## src/hdl/bpa_pkg.sv

```systemverilog
// shared types and constants of the bitmap page allocator
// no dependencies; used by bitmap_page_allocator

package bpa_pkg;

   localparam int WORD_BITS  = 32;   // pages per bitmap word
   localparam int CHUNK_BITS = 8;    // pages examined per scan cycle
   localparam int LEN_W      = 11;
   localparam int ADDR_W     = 32;
   localparam int STAT_W     = 2;

   localparam int DEF_PAGES      = 1024;
   localparam int DEF_PAGE_SHIFT = 12;

   localparam logic OP_ALLOC = 1'b0;
   localparam logic OP_FREE  = 1'b1;

   localparam logic [STAT_W-1:0] ST_OK        = 2'd0;
   localparam logic [STAT_W-1:0] ST_NO_RUN    = 2'd1;
   localparam logic [STAT_W-1:0] ST_BAD_RANGE = 2'd2;
   localparam logic [STAT_W-1:0] ST_NOT_BUSY  = 2'd3;

   typedef struct packed {
      logic              opcode;
      logic [LEN_W-1:0]  run_length;
      logic [ADDR_W-1:0] free_address;
   } req_type;

   typedef struct packed {
      logic [ADDR_W-1:0] result_address;
      logic [STAT_W-1:0] status;
   } rsp_type;

endpackage

```

## src/hdl/bitmap_page_allocator.sv

```systemverilog
// first-fit page frame allocator over a busy bitmap held in one memory
// depends on bpa_pkg
//
//   port group  dir   handshake            carries
//   req_*       in    req_valid/req_stall  bpa_pkg::req_type (opcode, run_length, free_address)
//   rsp_*       out   rsp_valid/rsp_stall  bpa_pkg::rsp_type (result_address, status)
//   csr_*       in    csr_we               area_start, 32 bits
//
// after reset a clearing pass writes every bitmap word to zero, and no item is
// taken until it is done
// alloc: a first-fit scan, then a pass that sets the bits of the run word by word;
// the scan looks at 8 pages a cycle out of one registered memory word
// free: a check pass then a clear pass, one word a cycle
// one item at a time; the next item is taken while the last result waits on rsp_stall
// PAGES is expected to be a multiple of 32

module bitmap_page_allocator #(
   parameter int PAGES      = bpa_pkg::DEF_PAGES,
   parameter int PAGE_SHIFT = bpa_pkg::DEF_PAGE_SHIFT
) (
   input  logic                          clock,
   input  logic                          reset,
   input  logic                          req_valid,
   output logic                          req_stall,
   input  bpa_pkg::req_type              req_data,
   output logic                          rsp_valid,
   input  logic                          rsp_stall,
   output bpa_pkg::rsp_type              rsp_data,
   input  logic                          csr_we,
   input  logic [bpa_pkg::ADDR_W-1:0]    csr_wdata
);

   localparam int MAP_WORDS = PAGES / bpa_pkg::WORD_BITS;
   localparam int WORD_AW   = (MAP_WORDS > 1) ? $clog2(MAP_WORDS) : 1;
   localparam int BIT_W     = $clog2(bpa_pkg::WORD_BITS);
   localparam int PIDX_W    = WORD_AW + BIT_W;
   localparam int CHUNKS    = bpa_pkg::WORD_BITS / bpa_pkg::CHUNK_BITS;
   localparam int CHUNK_W   = $clog2(CHUNKS);
   localparam int POS_W     = $clog2(bpa_pkg::CHUNK_BITS);
   localparam int AW        = bpa_pkg::ADDR_W;
   localparam int LW        = bpa_pkg::LEN_W;

   localparam logic [WORD_AW-1:0] LAST_WORD  = WORD_AW'(MAP_WORDS - 1);
   localparam logic [CHUNK_W-1:0] LAST_CHUNK = CHUNK_W'(CHUNKS - 1);
   localparam logic [AW-1:0]      LOW_MASK   = AW'((64'd1 << PAGE_SHIFT) - 64'd1);
   localparam logic [AW:0]        PAGES_X    = (AW + 1)'(PAGES);

   typedef enum logic [8:0] {
      S_CLEAR    = 9'b000000001,
      S_IDLE     = 9'b000000010,
      S_DECODE   = 9'b000000100,
      S_RANGE    = 9'b000001000,
      S_SCAN     = 9'b000010000,
      S_RD_FIRST = 9'b000100000,
      S_CHECK    = 9'b001000000,
      S_MODIFY   = 9'b010000000,
      S_RESP     = 9'b100000000
   } state_type;

   // bitmap memory, one busy bit per page
   logic [bpa_pkg::WORD_BITS-1:0] map_mem [MAP_WORDS];
   logic [bpa_pkg::WORD_BITS-1:0] rd_data_ff;
   logic                          rd_en;
   logic [WORD_AW-1:0]            rd_addr;
   logic                          wr_en;
   logic [WORD_AW-1:0]            wr_addr;
   logic [bpa_pkg::WORD_BITS-1:0] wr_data;

   state_type                  state_ff, state_in;
   bpa_pkg::req_type           req_ff, req_in;
   logic [AW-1:0]              area_start_ff, area_start_in;
   logic [WORD_AW-1:0]         word_ff, word_in;
   logic [CHUNK_W-1:0]         chunk_ff, chunk_in;
   logic [LW-1:0]              run_ff, run_in;
   logic [PIDX_W-1:0]          lo_ff, lo_in;
   logic [PIDX_W-1:0]          hi_ff, hi_in;
   logic [AW-1:0]              off_ff, off_in;
   logic                       set_ff, set_in;
   logic                       chk_ff, chk_in;
   logic [bpa_pkg::STAT_W-1:0] stat_ff, stat_in;
   logic                       rsp_valid_ff, rsp_valid_in;
   bpa_pkg::rsp_type           rsp_data_ff, rsp_data_in;

   // scan of one chunk
   logic [bpa_pkg::WORD_BITS-1:0]  shifted_word;
   logic [bpa_pkg::CHUNK_BITS-1:0] chunk_bits;
   logic [LW-1:0]                  run_v;
   logic                           hit;
   logic [POS_W-1:0]               hit_pos;
   logic [PIDX_W-1:0]              end_page;
   logic [PIDX_W-1:0]              start_page;
   logic [LW-1:0]                  len_m1;

   // run mask within the current word
   logic [WORD_AW-1:0]            lo_word, hi_word;
   logic [BIT_W-1:0]              lb, ub;
   logic [bpa_pkg::WORD_BITS-1:0] run_mask;

   // free range checks
   logic [AW-1:0] idx;
   logic [AW:0]   idx_end;
   logic          bad_range;

   logic out_free;

   assign req_stall = (state_ff != S_IDLE);
   assign rsp_valid = rsp_valid_ff;
   assign rsp_data  = rsp_data_ff;
   assign out_free  = !rsp_valid_ff || !rsp_stall;

   always_ff @(posedge clock) begin
      if (wr_en) begin
         map_mem[wr_addr] <= wr_data;
      end
      if (rd_en) begin
         rd_data_ff <= map_mem[rd_addr];
      end
   end

   // first-fit search over the current chunk, counting the free run across chunks
   always_comb begin
      shifted_word = rd_data_ff >> {chunk_ff, {POS_W{1'b0}}};
      chunk_bits   = shifted_word[bpa_pkg::CHUNK_BITS-1:0];
      run_v        = run_ff;
      hit          = 1'b0;
      hit_pos      = '0;
      for (int k = 0; k < bpa_pkg::CHUNK_BITS; k++) begin
         if (!hit) begin
            if (chunk_bits[k]) begin
               run_v = '0;
            end else begin
               run_v = run_v + LW'(1);
            end
            if (run_v == req_ff.run_length) begin
               hit     = 1'b1;
               hit_pos = POS_W'(k);
            end
         end
      end
      len_m1     = req_ff.run_length - LW'(1);
      end_page   = {word_ff, chunk_ff, hit_pos};
      start_page = end_page - PIDX_W'(len_m1);
   end

   always_comb begin
      lo_word  = lo_ff[PIDX_W-1:BIT_W];
      hi_word  = hi_ff[PIDX_W-1:BIT_W];
      lb       = (word_ff == lo_word) ? lo_ff[BIT_W-1:0] : '0;
      ub       = (word_ff == hi_word) ? hi_ff[BIT_W-1:0] : '1;
      run_mask = ({bpa_pkg::WORD_BITS{1'b1}} << lb) & ({bpa_pkg::WORD_BITS{1'b1}} >> (~ub));
   end

   always_comb begin
      idx       = off_ff >> PAGE_SHIFT;
      idx_end   = {1'b0, idx} + (AW + 1)'(req_ff.run_length);
      bad_range = ((off_ff & LOW_MASK) != '0) || ({1'b0, idx} >= PAGES_X) ||
                  (idx_end > PAGES_X);
   end

   always_comb begin
      state_in      = state_ff;
      req_in        = req_ff;
      area_start_in = area_start_ff;
      word_in       = word_ff;
      chunk_in      = chunk_ff;
      run_in        = run_ff;
      lo_in         = lo_ff;
      hi_in         = hi_ff;
      off_in        = off_ff;
      set_in        = set_ff;
      chk_in        = chk_ff;
      stat_in       = stat_ff;
      rsp_valid_in  = rsp_valid_ff;
      rsp_data_in   = rsp_data_ff;
      rd_en         = 1'b0;
      rd_addr       = word_ff;
      wr_en         = 1'b0;
      wr_addr       = word_ff;
      wr_data       = '0;

      if (csr_we) begin
         area_start_in = csr_wdata;
      end
      // result taken
      if (rsp_valid_ff && !rsp_stall) begin
         rsp_valid_in = 1'b0;
      end

      unique case (state_ff)
         S_CLEAR: begin
            // zero one bitmap word a cycle
            wr_en   = 1'b1;
            wr_data = '0;
            if (word_ff == LAST_WORD) begin
               word_in  = '0;
               state_in = S_IDLE;
            end else begin
               word_in = word_ff + WORD_AW'(1);
            end
         end
         S_IDLE: begin
            if (req_valid) begin
               req_in   = req_data;
               state_in = S_DECODE;
            end
         end
         S_DECODE: begin
            if (req_ff.opcode == bpa_pkg::OP_FREE) begin
               off_in   = req_ff.free_address - area_start_ff;
               state_in = S_RANGE;
            end else if (req_ff.run_length == '0) begin
               lo_in    = '0;
               stat_in  = bpa_pkg::ST_OK;
               state_in = S_RESP;
            end else if (32'(req_ff.run_length) > 32'(PAGES)) begin
               stat_in  = bpa_pkg::ST_NO_RUN;
               state_in = S_RESP;
            end else begin
               // start the scan at word zero
               rd_en    = 1'b1;
               rd_addr  = '0;
               word_in  = '0;
               chunk_in = '0;
               run_in   = '0;
               set_in   = 1'b1;
               chk_in   = 1'b0;
               state_in = S_SCAN;
            end
         end
         S_RANGE: begin
            if (bad_range) begin
               stat_in  = bpa_pkg::ST_BAD_RANGE;
               state_in = S_RESP;
            end else if (req_ff.run_length == '0) begin
               stat_in  = bpa_pkg::ST_OK;
               state_in = S_RESP;
            end else begin
               lo_in    = idx[PIDX_W-1:0];
               hi_in    = PIDX_W'(idx_end - (AW + 1)'(1));
               set_in   = 1'b0;
               chk_in   = 1'b1;
               state_in = S_RD_FIRST;
            end
         end
         S_SCAN: begin
            if (hit) begin
               lo_in    = start_page;
               hi_in    = end_page;
               state_in = S_RD_FIRST;
            end else if (chunk_ff == LAST_CHUNK) begin
               if (word_ff == LAST_WORD) begin
                  stat_in  = bpa_pkg::ST_NO_RUN;
                  state_in = S_RESP;
               end else begin
                  // next word arrives as this one is used up
                  rd_en    = 1'b1;
                  rd_addr  = word_ff + WORD_AW'(1);
                  word_in  = word_ff + WORD_AW'(1);
                  chunk_in = '0;
                  run_in   = run_v;
               end
            end else begin
               chunk_in = chunk_ff + CHUNK_W'(1);
               run_in   = run_v;
            end
         end
         S_RD_FIRST: begin
            rd_en    = 1'b1;
            rd_addr  = lo_word;
            word_in  = lo_word;
            state_in = chk_ff ? S_CHECK : S_MODIFY;
         end
         S_CHECK: begin
            // every page of the run must be busy before any is cleared
            if ((rd_data_ff & run_mask) != run_mask) begin
               stat_in  = bpa_pkg::ST_NOT_BUSY;
               state_in = S_RESP;
            end else if (word_ff == hi_word) begin
               chk_in   = 1'b0;
               state_in = S_RD_FIRST;
            end else begin
               rd_en   = 1'b1;
               rd_addr = word_ff + WORD_AW'(1);
               word_in = word_ff + WORD_AW'(1);
            end
         end
         S_MODIFY: begin
            // write back this word while the next one is read
            wr_en   = 1'b1;
            wr_addr = word_ff;
            wr_data = set_ff ? (rd_data_ff | run_mask) : (rd_data_ff & ~run_mask);
            if (word_ff == hi_word) begin
               stat_in  = bpa_pkg::ST_OK;
               state_in = S_RESP;
            end else begin
               rd_en   = 1'b1;
               rd_addr = word_ff + WORD_AW'(1);
               word_in = word_ff + WORD_AW'(1);
            end
         end
         S_RESP: begin
            if (out_free) begin
               rsp_valid_in = 1'b1;
               rsp_data_in.status = stat_ff;
               if (req_ff.opcode == bpa_pkg::OP_ALLOC && stat_ff == bpa_pkg::ST_OK) begin
                  rsp_data_in.result_address = area_start_ff + (AW'(lo_ff) << PAGE_SHIFT);
               end else begin
                  rsp_data_in.result_address = '0;
               end
               state_in = S_IDLE;
            end
         end
         default: begin
            state_in = S_IDLE;
         end
      endcase
   end

   always_ff @(posedge clock) begin
      if (reset) begin
         state_ff      <= S_CLEAR;
         word_ff       <= '0;
         area_start_ff <= '0;
         rsp_valid_ff  <= 1'b0;
      end else begin
         state_ff      <= state_in;
         word_ff       <= word_in;
         area_start_ff <= area_start_in;
         rsp_valid_ff  <= rsp_valid_in;
      end
   end

   always_ff @(posedge clock) begin
      req_ff      <= req_in;
      chunk_ff    <= chunk_in;
      run_ff      <= run_in;
      lo_ff       <= lo_in;
      hi_ff       <= hi_in;
      off_ff      <= off_in;
      set_ff      <= set_in;
      chk_ff      <= chk_in;
      stat_ff     <= stat_in;
      rsp_data_ff <= rsp_data_in;
   end

endmodule

```

## config.mk

```make
export PLATFORM = sky130hd
export DESIGN_NAME = bitmap_page_allocator
export DESIGN_NICKNAME = d
export VERILOG_FILES = /design/src/hdl/bpa_pkg.sv /design/src/hdl/bitmap_page_allocator.sv
export SDC_FILE = /design/constraint.sdc
export NUM_CORES = 2
export LEC_CHECK = 0
export BUFFER_PORTS_ARGS = -buffer_cell sky130_fd_sc_hd__buf_2
export CAP_MARGIN = 20
export CORE_ASPECT_RATIO = 1.25
export CORE_MARGIN = 4
export CORE_UTILIZATION = 43
export CTS_BUF_LIST = sky130_fd_sc_hd__clkbuf_8
export DETAILED_ROUTE_END_ITERATION = 10
export PLACE_DENSITY = 0.61
export SYNTH_ARGS = -nofsm -noshare
export SYNTH_HDL_FRONTEND = slang
export SYNTH_SLANG_ARGS = --single-unit
```

## constraint.sdc

```tcl
create_clock -name clock -period 20.1 [get_ports clock]
set_clock_uncertainty 0.1 [all_clocks]
set_input_delay 2.01 -clock clock [delete_from_list [all_inputs] [get_ports clock]]
set_output_delay 2.01 -clock clock [all_outputs]
set_load 0.03 [all_outputs]
```

# == Yosys cells after proc, flatten, opt, wreduce, memory -nomap -nowiden ==
# Memories as Yosys holds them, arrays and structs flattened. A register that Yosys moved wholly into a read port is not among the register bits.
# Cells that the tools add are included.
# word_totals
register_bits,194
mem_bits_rw,1024
output_inout_bits,36
word_cells,267
n_memories,1
# classes
addsub,16
magnitude_cmp,3
eq_ne,46
n_shift,3
mux,146
n_bitwise,7
n_reduce_logical,28
# mem_list
name,words,word_bits,rd,rd_ports_with_merged_regs,write_ports,line_no,rtl
map_mem,32,32,1,1,1,bitmap_page_allocator.sv:61,logic [bpa_pkg::WORD_BITS-1:0] map_mem [MAP_WORDS];
# ops
cell,n
2-to-1 mux 11 bit,28
2-to-1 mux 9 bit,14
bitwise AND 32 bit,3
"adder 11 x 1 -> 11 bit, second input constant",8
equality test 11 bit,8
one-hot mux 9 bit (9 select lines),1
2-to-1 mux 10 bit,8
2-to-1 mux 32 bit,2
2-to-1 mux 5 bit,11
2-to-1 mux 1 bit,43
2-to-1 mux 3 bit,12
"inequality test 2 bit, second input constant",17
adder 32 x 22 -> 32 bit,1
2-to-1 mux 2 bit,16
inequality test 32 bit,1
NOT 32 bit,1
bitwise OR 32 bit,1
nonzero test 32 bit,1
"left shift 32 x 5 -> 32 bit, first input constant",1
">> shifter 32 x 5 -> 32 bit, first input constant",1
>> shifter 32 x 5 -> 8 bit,1
subtractor 32 bit,1
one-hot mux 10 bit (3 select lines),1
one-hot mux 5 bit (6 select lines),1
49 further kinds,67

# == Depth between registers and ports, before layout ==
# logic_depth
depth_word,35
mapped_depth,70

# == Worst setup path after synthesis ==
# OpenSTA, ideal clock, no wires.
# synth_timing
path_kind,register to register
from,register chunk_ff[0]
to,register lo_ff[9] (data pin)
arrival_ns,13.923
t_required_ns,19.731
path_slack_ns,5.808
path_stages_with_launch,66
synth_period_minus_slack_ns,14.292
cell_sequence,edfxtp_1 -> buf_4 -> mux4_2 -> buf_2 -> buf_4 -> nor2b_1 -> ha_1 -> nand4_1 -> or3_1 -> a211o_1 -> or3_1 -> a32oi_1 -> nor4_4 -> a21oi_1 -> clkbuf_1 -> nor2_1 -> a21oi_1 -> ha_1 -> [30 not listed] -> a211o_1 -> a2111oi_2 -> o2111ai_4 -> a21oi_1 -> a21oi_1 -> ha_1 -> inv_1 -> ha_1 -> fa_1 -> a21oi_1 -> o21bai_1 -> a21oi_1 -> nor2_1 -> nor2_1 -> o21bai_1 -> a21oi_1 -> xnor2_1 -> o21ai_0
# synth_between
elab_chain_cells,35
word_cells_on_any_way,67
cone_classes,add/sub: 8; eq/ne: 8; shift: 1; mux: 50
# synth_rtl
element,line_no,rtl
start: declaration,bitmap_page_allocator.sv:73,"logic [CHUNK_W-1:0] chunk_ff, chunk_in;"
start signal: assignment,bitmap_page_allocator.sv:335,chunk_ff <= chunk_in;
>> shifter 32 x 5 -> 8 bit,bitmap_page_allocator.sv:122,"shifted_word = rd_data_ff >> {chunk_ff, {POS_W{1'b0}}};"
2-to-1 mux 11 bit,bitmap_page_allocator.sv:129,if (chunk_bits[k]) begin
adder 11 x 1 -> 11 bit,bitmap_page_allocator.sv:132,run_v = run_v + LW'(1);
2-to-1 mux 11 bit,bitmap_page_allocator.sv:129,
2-to-1 mux 11 bit (2 in a row),bitmap_page_allocator.sv:128,if (!hit) begin
adder 11 x 1 -> 11 bit,bitmap_page_allocator.sv:132,
2-to-1 mux 11 bit,bitmap_page_allocator.sv:129,
2-to-1 mux 11 bit (2 in a row),bitmap_page_allocator.sv:128,
[18 not listed],-,
2-to-1 mux 11 bit,bitmap_page_allocator.sv:128,
equality test 11 bit,bitmap_page_allocator.sv:134,if (run_v == req_ff.run_length) begin
2-to-1 mux 3 bit,bitmap_page_allocator.sv:134,
2-to-1 mux 3 bit,bitmap_page_allocator.sv:128,
subtractor 10 bit *,bitmap_page_allocator.sv:142,start_page = end_page - PIDX_W'(len_m1);
2-to-1 mux 10 bit *,bitmap_page_allocator.sv:246,if (hit) begin
one-hot mux 10 bit (3 select lines) *,bitmap_page_allocator.sv:189,unique case (state_ff)
via lo_in[9],bitmap_page_allocator.sv:75,"logic [PIDX_W-1:0] lo_ff, lo_in;"
end signal: assignment,bitmap_page_allocator.sv:337,lo_ff <= lo_in;
end: declaration,bitmap_page_allocator.sv:75,
# The timed path passes the listed nets; every way through them passes the cells marked *. The select of a mux whose other input is x is not followed.
# A chain may end at the register's enable or synchronous reset.

# == Final worst setup path ==
# layout_timing
from,register run_ff[0]
to,register rd_data_ff[24] in the netlist's numbering (read register of map_mem) (data pin)
# layout_between
elab_chain_cells,34
word_cells_on_any_way,56
cone_classes,add/sub: 8; eq/ne: 8; mux: 40
# layout_rtl
element,line_no,rtl
start: declaration,bitmap_page_allocator.sv:74,"logic [LW-1:0] run_ff, run_in;"
start signal: assignment,bitmap_page_allocator.sv:336,run_ff <= run_in;
adder 11 x 1 -> 11 bit *,bitmap_page_allocator.sv:132,
2-to-1 mux 11 bit *,bitmap_page_allocator.sv:129,
adder 11 x 1 -> 11 bit,bitmap_page_allocator.sv:132,
2-to-1 mux 11 bit,bitmap_page_allocator.sv:129,
2-to-1 mux 11 bit (2 in a row),bitmap_page_allocator.sv:128,
adder 11 x 1 -> 11 bit,bitmap_page_allocator.sv:132,
2-to-1 mux 11 bit,bitmap_page_allocator.sv:129,
2-to-1 mux 11 bit (2 in a row),bitmap_page_allocator.sv:128,
[16 not listed],-,
adder 11 x 1 -> 11 bit,bitmap_page_allocator.sv:132,
2-to-1 mux 11 bit,bitmap_page_allocator.sv:129,
2-to-1 mux 11 bit,bitmap_page_allocator.sv:128,
equality test 11 bit,bitmap_page_allocator.sv:134,
2-to-1 mux 1 bit,bitmap_page_allocator.sv:134,
2-to-1 mux 1 bit *,bitmap_page_allocator.sv:128,
2-to-1 mux 5 bit / 2-to-1 mux 1 bit (equally long branches),-,
one-hot mux 5 bit (5 select lines) / one-hot mux 1 bit (5 select lines) (equally long branches),bitmap_page_allocator.sv:189,
end: declaration,bitmap_page_allocator.sv:62,logic [bpa_pkg::WORD_BITS-1:0] rd_data_ff;
# Mark *: on every way between the ends. The rest lies on a longest branch, timed or not. The select of a mux whose other input is x is not followed.

==> summary.md <==
| Metric | Value |
|---|---|
| WL final | `about 180 mm` |
| Synth top area cells | `edfxtp_1, mux4_2, mux2i_1` |
| Row count | `~150` |
| Slew Limit Fails | `0` |
| Hold path cells | `0` |
| Yosys reg bits | `1250` |
| Post-route DRC | `0` |
| Worst setup SP type | `flop` |
| Die area | `around 150000 um2` |
| Cells on worst reg2reg path | `56` |
| Setup TNS | `0 ns` |
| Mapped Nets | `4772` |
| All-Layer GR Usage | `0.246` |
| Worst-Skew Late Latency | `between 0.9 and 1 ns` |
| Worst path slowest cell | `o211ai_1` |
| Post-synthesis instance total | `4601` |
| Initial Utilization | `0.432` |
| HPWL Detailed | `around 110 mm` |
| Number of DRC markers in iteration 0 | `~3800` |
| Via Count | `41000` |
| Die boundary width | `between 300 and 400 um` |
| TritonCTS clock tree | `done` |
| RSZ-0062 raised after global routing | `no` |
| Antenna violations before repair | `2` |
| TritonRoute pass-1 iters | `9` |
| Post-route core utilization | `0.480` |
| Peak supply drop | `roughly 0.068 mV` |
| Max-cap viol count | `0` |
| FF-to-FF setup slack | `1.97 ns` |
| WP data required | `between 20 and 25 ns` |
| Clock Pin Slew Worst Setup and Hold Paths | `~0.06 ns` |
| Clk buf depth | `3` |
| Synth top area share | `0.601` |
| Worst setup path end | `rd_data_ff[24]` |
| First-pass GRT wire length | `about 270 mm` |
| Synthesized area per cell | `13.1 um2` |
| Asr flop ratio synth | `0` |
| Post-synth EDFFs | `roughly 1200` |
| Largest net degree at the start of global routing | `86` |
| GP Congestion | `around 0.9` |
| Fmax | `55.1 MHz` |
| Most common cell after layout, fill and taps aside | `edfxtp_1` |
| Layout net count | `approximately 5000` |
| Main flop type after synthesis | `edfxtp_1` |
| Routed Antenna Nets | `0` |
| Placed cells | `roughly 6500` |
| Outcome | `finished, final reports clean` |
| Fin. Hold Viols | `0` |
| Power density cells | `86.4 nW/um2` |
| Cts repair resizes | `0` |
| Most frequent CP cell | `nand2_1` |
| R2r endpoint | `rd_data_ff[24]` |
| CP max FO | `between 50 and 60` |
| Most frequent cells in the layout | `edfxtp_1, nand2_1, nor2_1` |
| Cell Area, Synth | `60100 um2` |
| Die H | `around 430 um` |
| Num CTS Buffers | `approximately 190` |
| Final WS setup | `approximately 2 ns` |
| Core area | `~140000 um2` |
| CP arrival | `~19 ns` |
| Total global routing overflow | `0` |
| Worst hold path type | `flop to flop` |
| Leakage power | `roughly 21 nW` |
| Clock Sinks | `between 1000 and 1500` |
| Number of hold buffers added after CTS | `0` |
| CP endpoint kind | `flop` |
| Vias in the first global route | `39900` |
| Fin area | `between 60000 and 70000 um2` |
| Via density per instance | `around 6` |
| Final cell count without fillers | `around 6800` |
| Max_slew headroom | `0.238` |
| Slew of the pin with the lowest slew margin | `1.13 ns` |
| Count of cell types in the netlist | `122` |
| Fin crit period | `about 18 ns` |
| Post-CTS Setup Bufs | `0` |
| Crit path from | `run_ff[0]` |
| WL/cell | `26.7 um` |
| Cell Area, Placed | `63000 um2` |
| Leading area contributor after synthesis | `edfxtp_1` |
| Clk root buf | `clkbuf_8` |
| Kind of critical path | `flop to flop` |
| H-tree depth | `4` |
| Worst r2r src | `run_ff[0]` |
| I/O pin count | `around 120` |
| Layout cells sized above 1 | `0.152` |
| Final worst path period share | `0.902` |
| Final setup viols | `0` |
| CP peak stage delay | `a little over 0.8 ns` |
| Area growth syn-to-layout | `11.2%` |
| Sequential element share of the synthesized area | `0.617` |
| Pre-CTS WS | `2.32 ns` |
| Warnings, synthesis | `0` |
| Fillers | `about 12000` |
| I/O Buffers | `116` |
worst min path at each step:
stage | slack, ns | from | end
after floorplan | 0.34 | stat_ff[0] | rsp_data[0]
after CTS | 0.39 | stat_ff[0] | rsp_data[0]
after global routing | 0.39 | stat_ff[0] | rsp_data[0]
final | 0.39 | stat_ff[0] | rsp_data[0]
after detailed placement | 0.39 | area_start_ff[2] | area_start_ff[2]
after global placement | 0.37 | area_start_ff[7] | area_start_ff[7]
metrics by stage:
step	hold WS [ns]	power [mW]
4_1_cts	0.393	5.82
3_5_place_dp	0.387	3.85
6_report	0.386	5.77
3_3_place_gp	0.374	3.84
5_1_grt	0.392	6.00
2_1_floorplan	0.342	3.59
registers in the layout, indices dropped and copies added (netlist names), 2 cells and up:
signal / flops
hi_ff: 10
off_ff: 32
word_ff: 5
req_ff: 44
rsp_data: 34
area_start_ff: 32
rd_data_ff: 32
stat_ff: 2
map_mem: 1024
state_ff: 9
run_ff: 11
lo_ff: 10
chunk_ff: 2
cells by family (layout without fill, tap and decap cells):
family	after synthesis	in the layout	share of synthesized area
simple gates	1450	1450	0.116
flops	1250	1250	0.617
compound gates	923	923	0.107
mux	382	382	0.0889
buf+inv	357	712	0.0291
xor+xnor	149	149	0.0230
fa+ha+maj	90	90	0.0192
other cells	0	3	0
per-layer routing:
metal,global-route usage,wire [um],vias up
met5,0,0,-
met2,0.427,91600,1728
met3,0.0377,12300,448
met1,0.305,70100,20600
met4,0.104,8040,0
li1,-,-,18200
synthesized netlist by cell type, types with 41 or more instances:
cell	number
o22ai_1	52
a22oi_1	67
xnor2_1	111
mux2i_1	235
buf_2	74
inv_1	105
and3_1	100
a31oi_1	100
nor4_1	46
a21oi_1	164
mux4_2	115
edfxtp_1	1203
nor3_1	69
o211ai_1	59
ha_1	86
nand3_1	90
and2_1	41
clkbuf_1	98
nand2_1	529
nor2_1	341
dfxtp_1	47
o21ai_0	128
power breakdown:
part           switching [mW]  internal [mW]
sequential             0.0296           2.93
combinational           0.538          0.291
clock                    1.02          0.953
worst max-delay path, delay by kind of cell, from the launching register on:
family                     cells  cell delay, ns
AOI/OAI and AO/OA             17            4.90
xor gates and xnor gates       3            0.53
adders and majority gates      5            1.66
buffers and inverters          5            1.35
DFF                            1            0.57
muxes                          2            1.17
and+or+nand+nor               24            7.31
cell type report:
cell class	count	area, um2	share of cell area
Multi-Input combinational cell	2994	21600	0.323
Antenna cell	3	7.51	0.000112
Clock buffer	194	2670	0.0400
Timing Repair Buffer	254	1820	0.0273
Inverter	111	417	0.00624
Clock inverter	153	855	0.0128
Sequential cell	1250	37100	0.555
Tap cell	1860	2330	0.0349
Note: power is estimated with default switching activity, not from simulation.
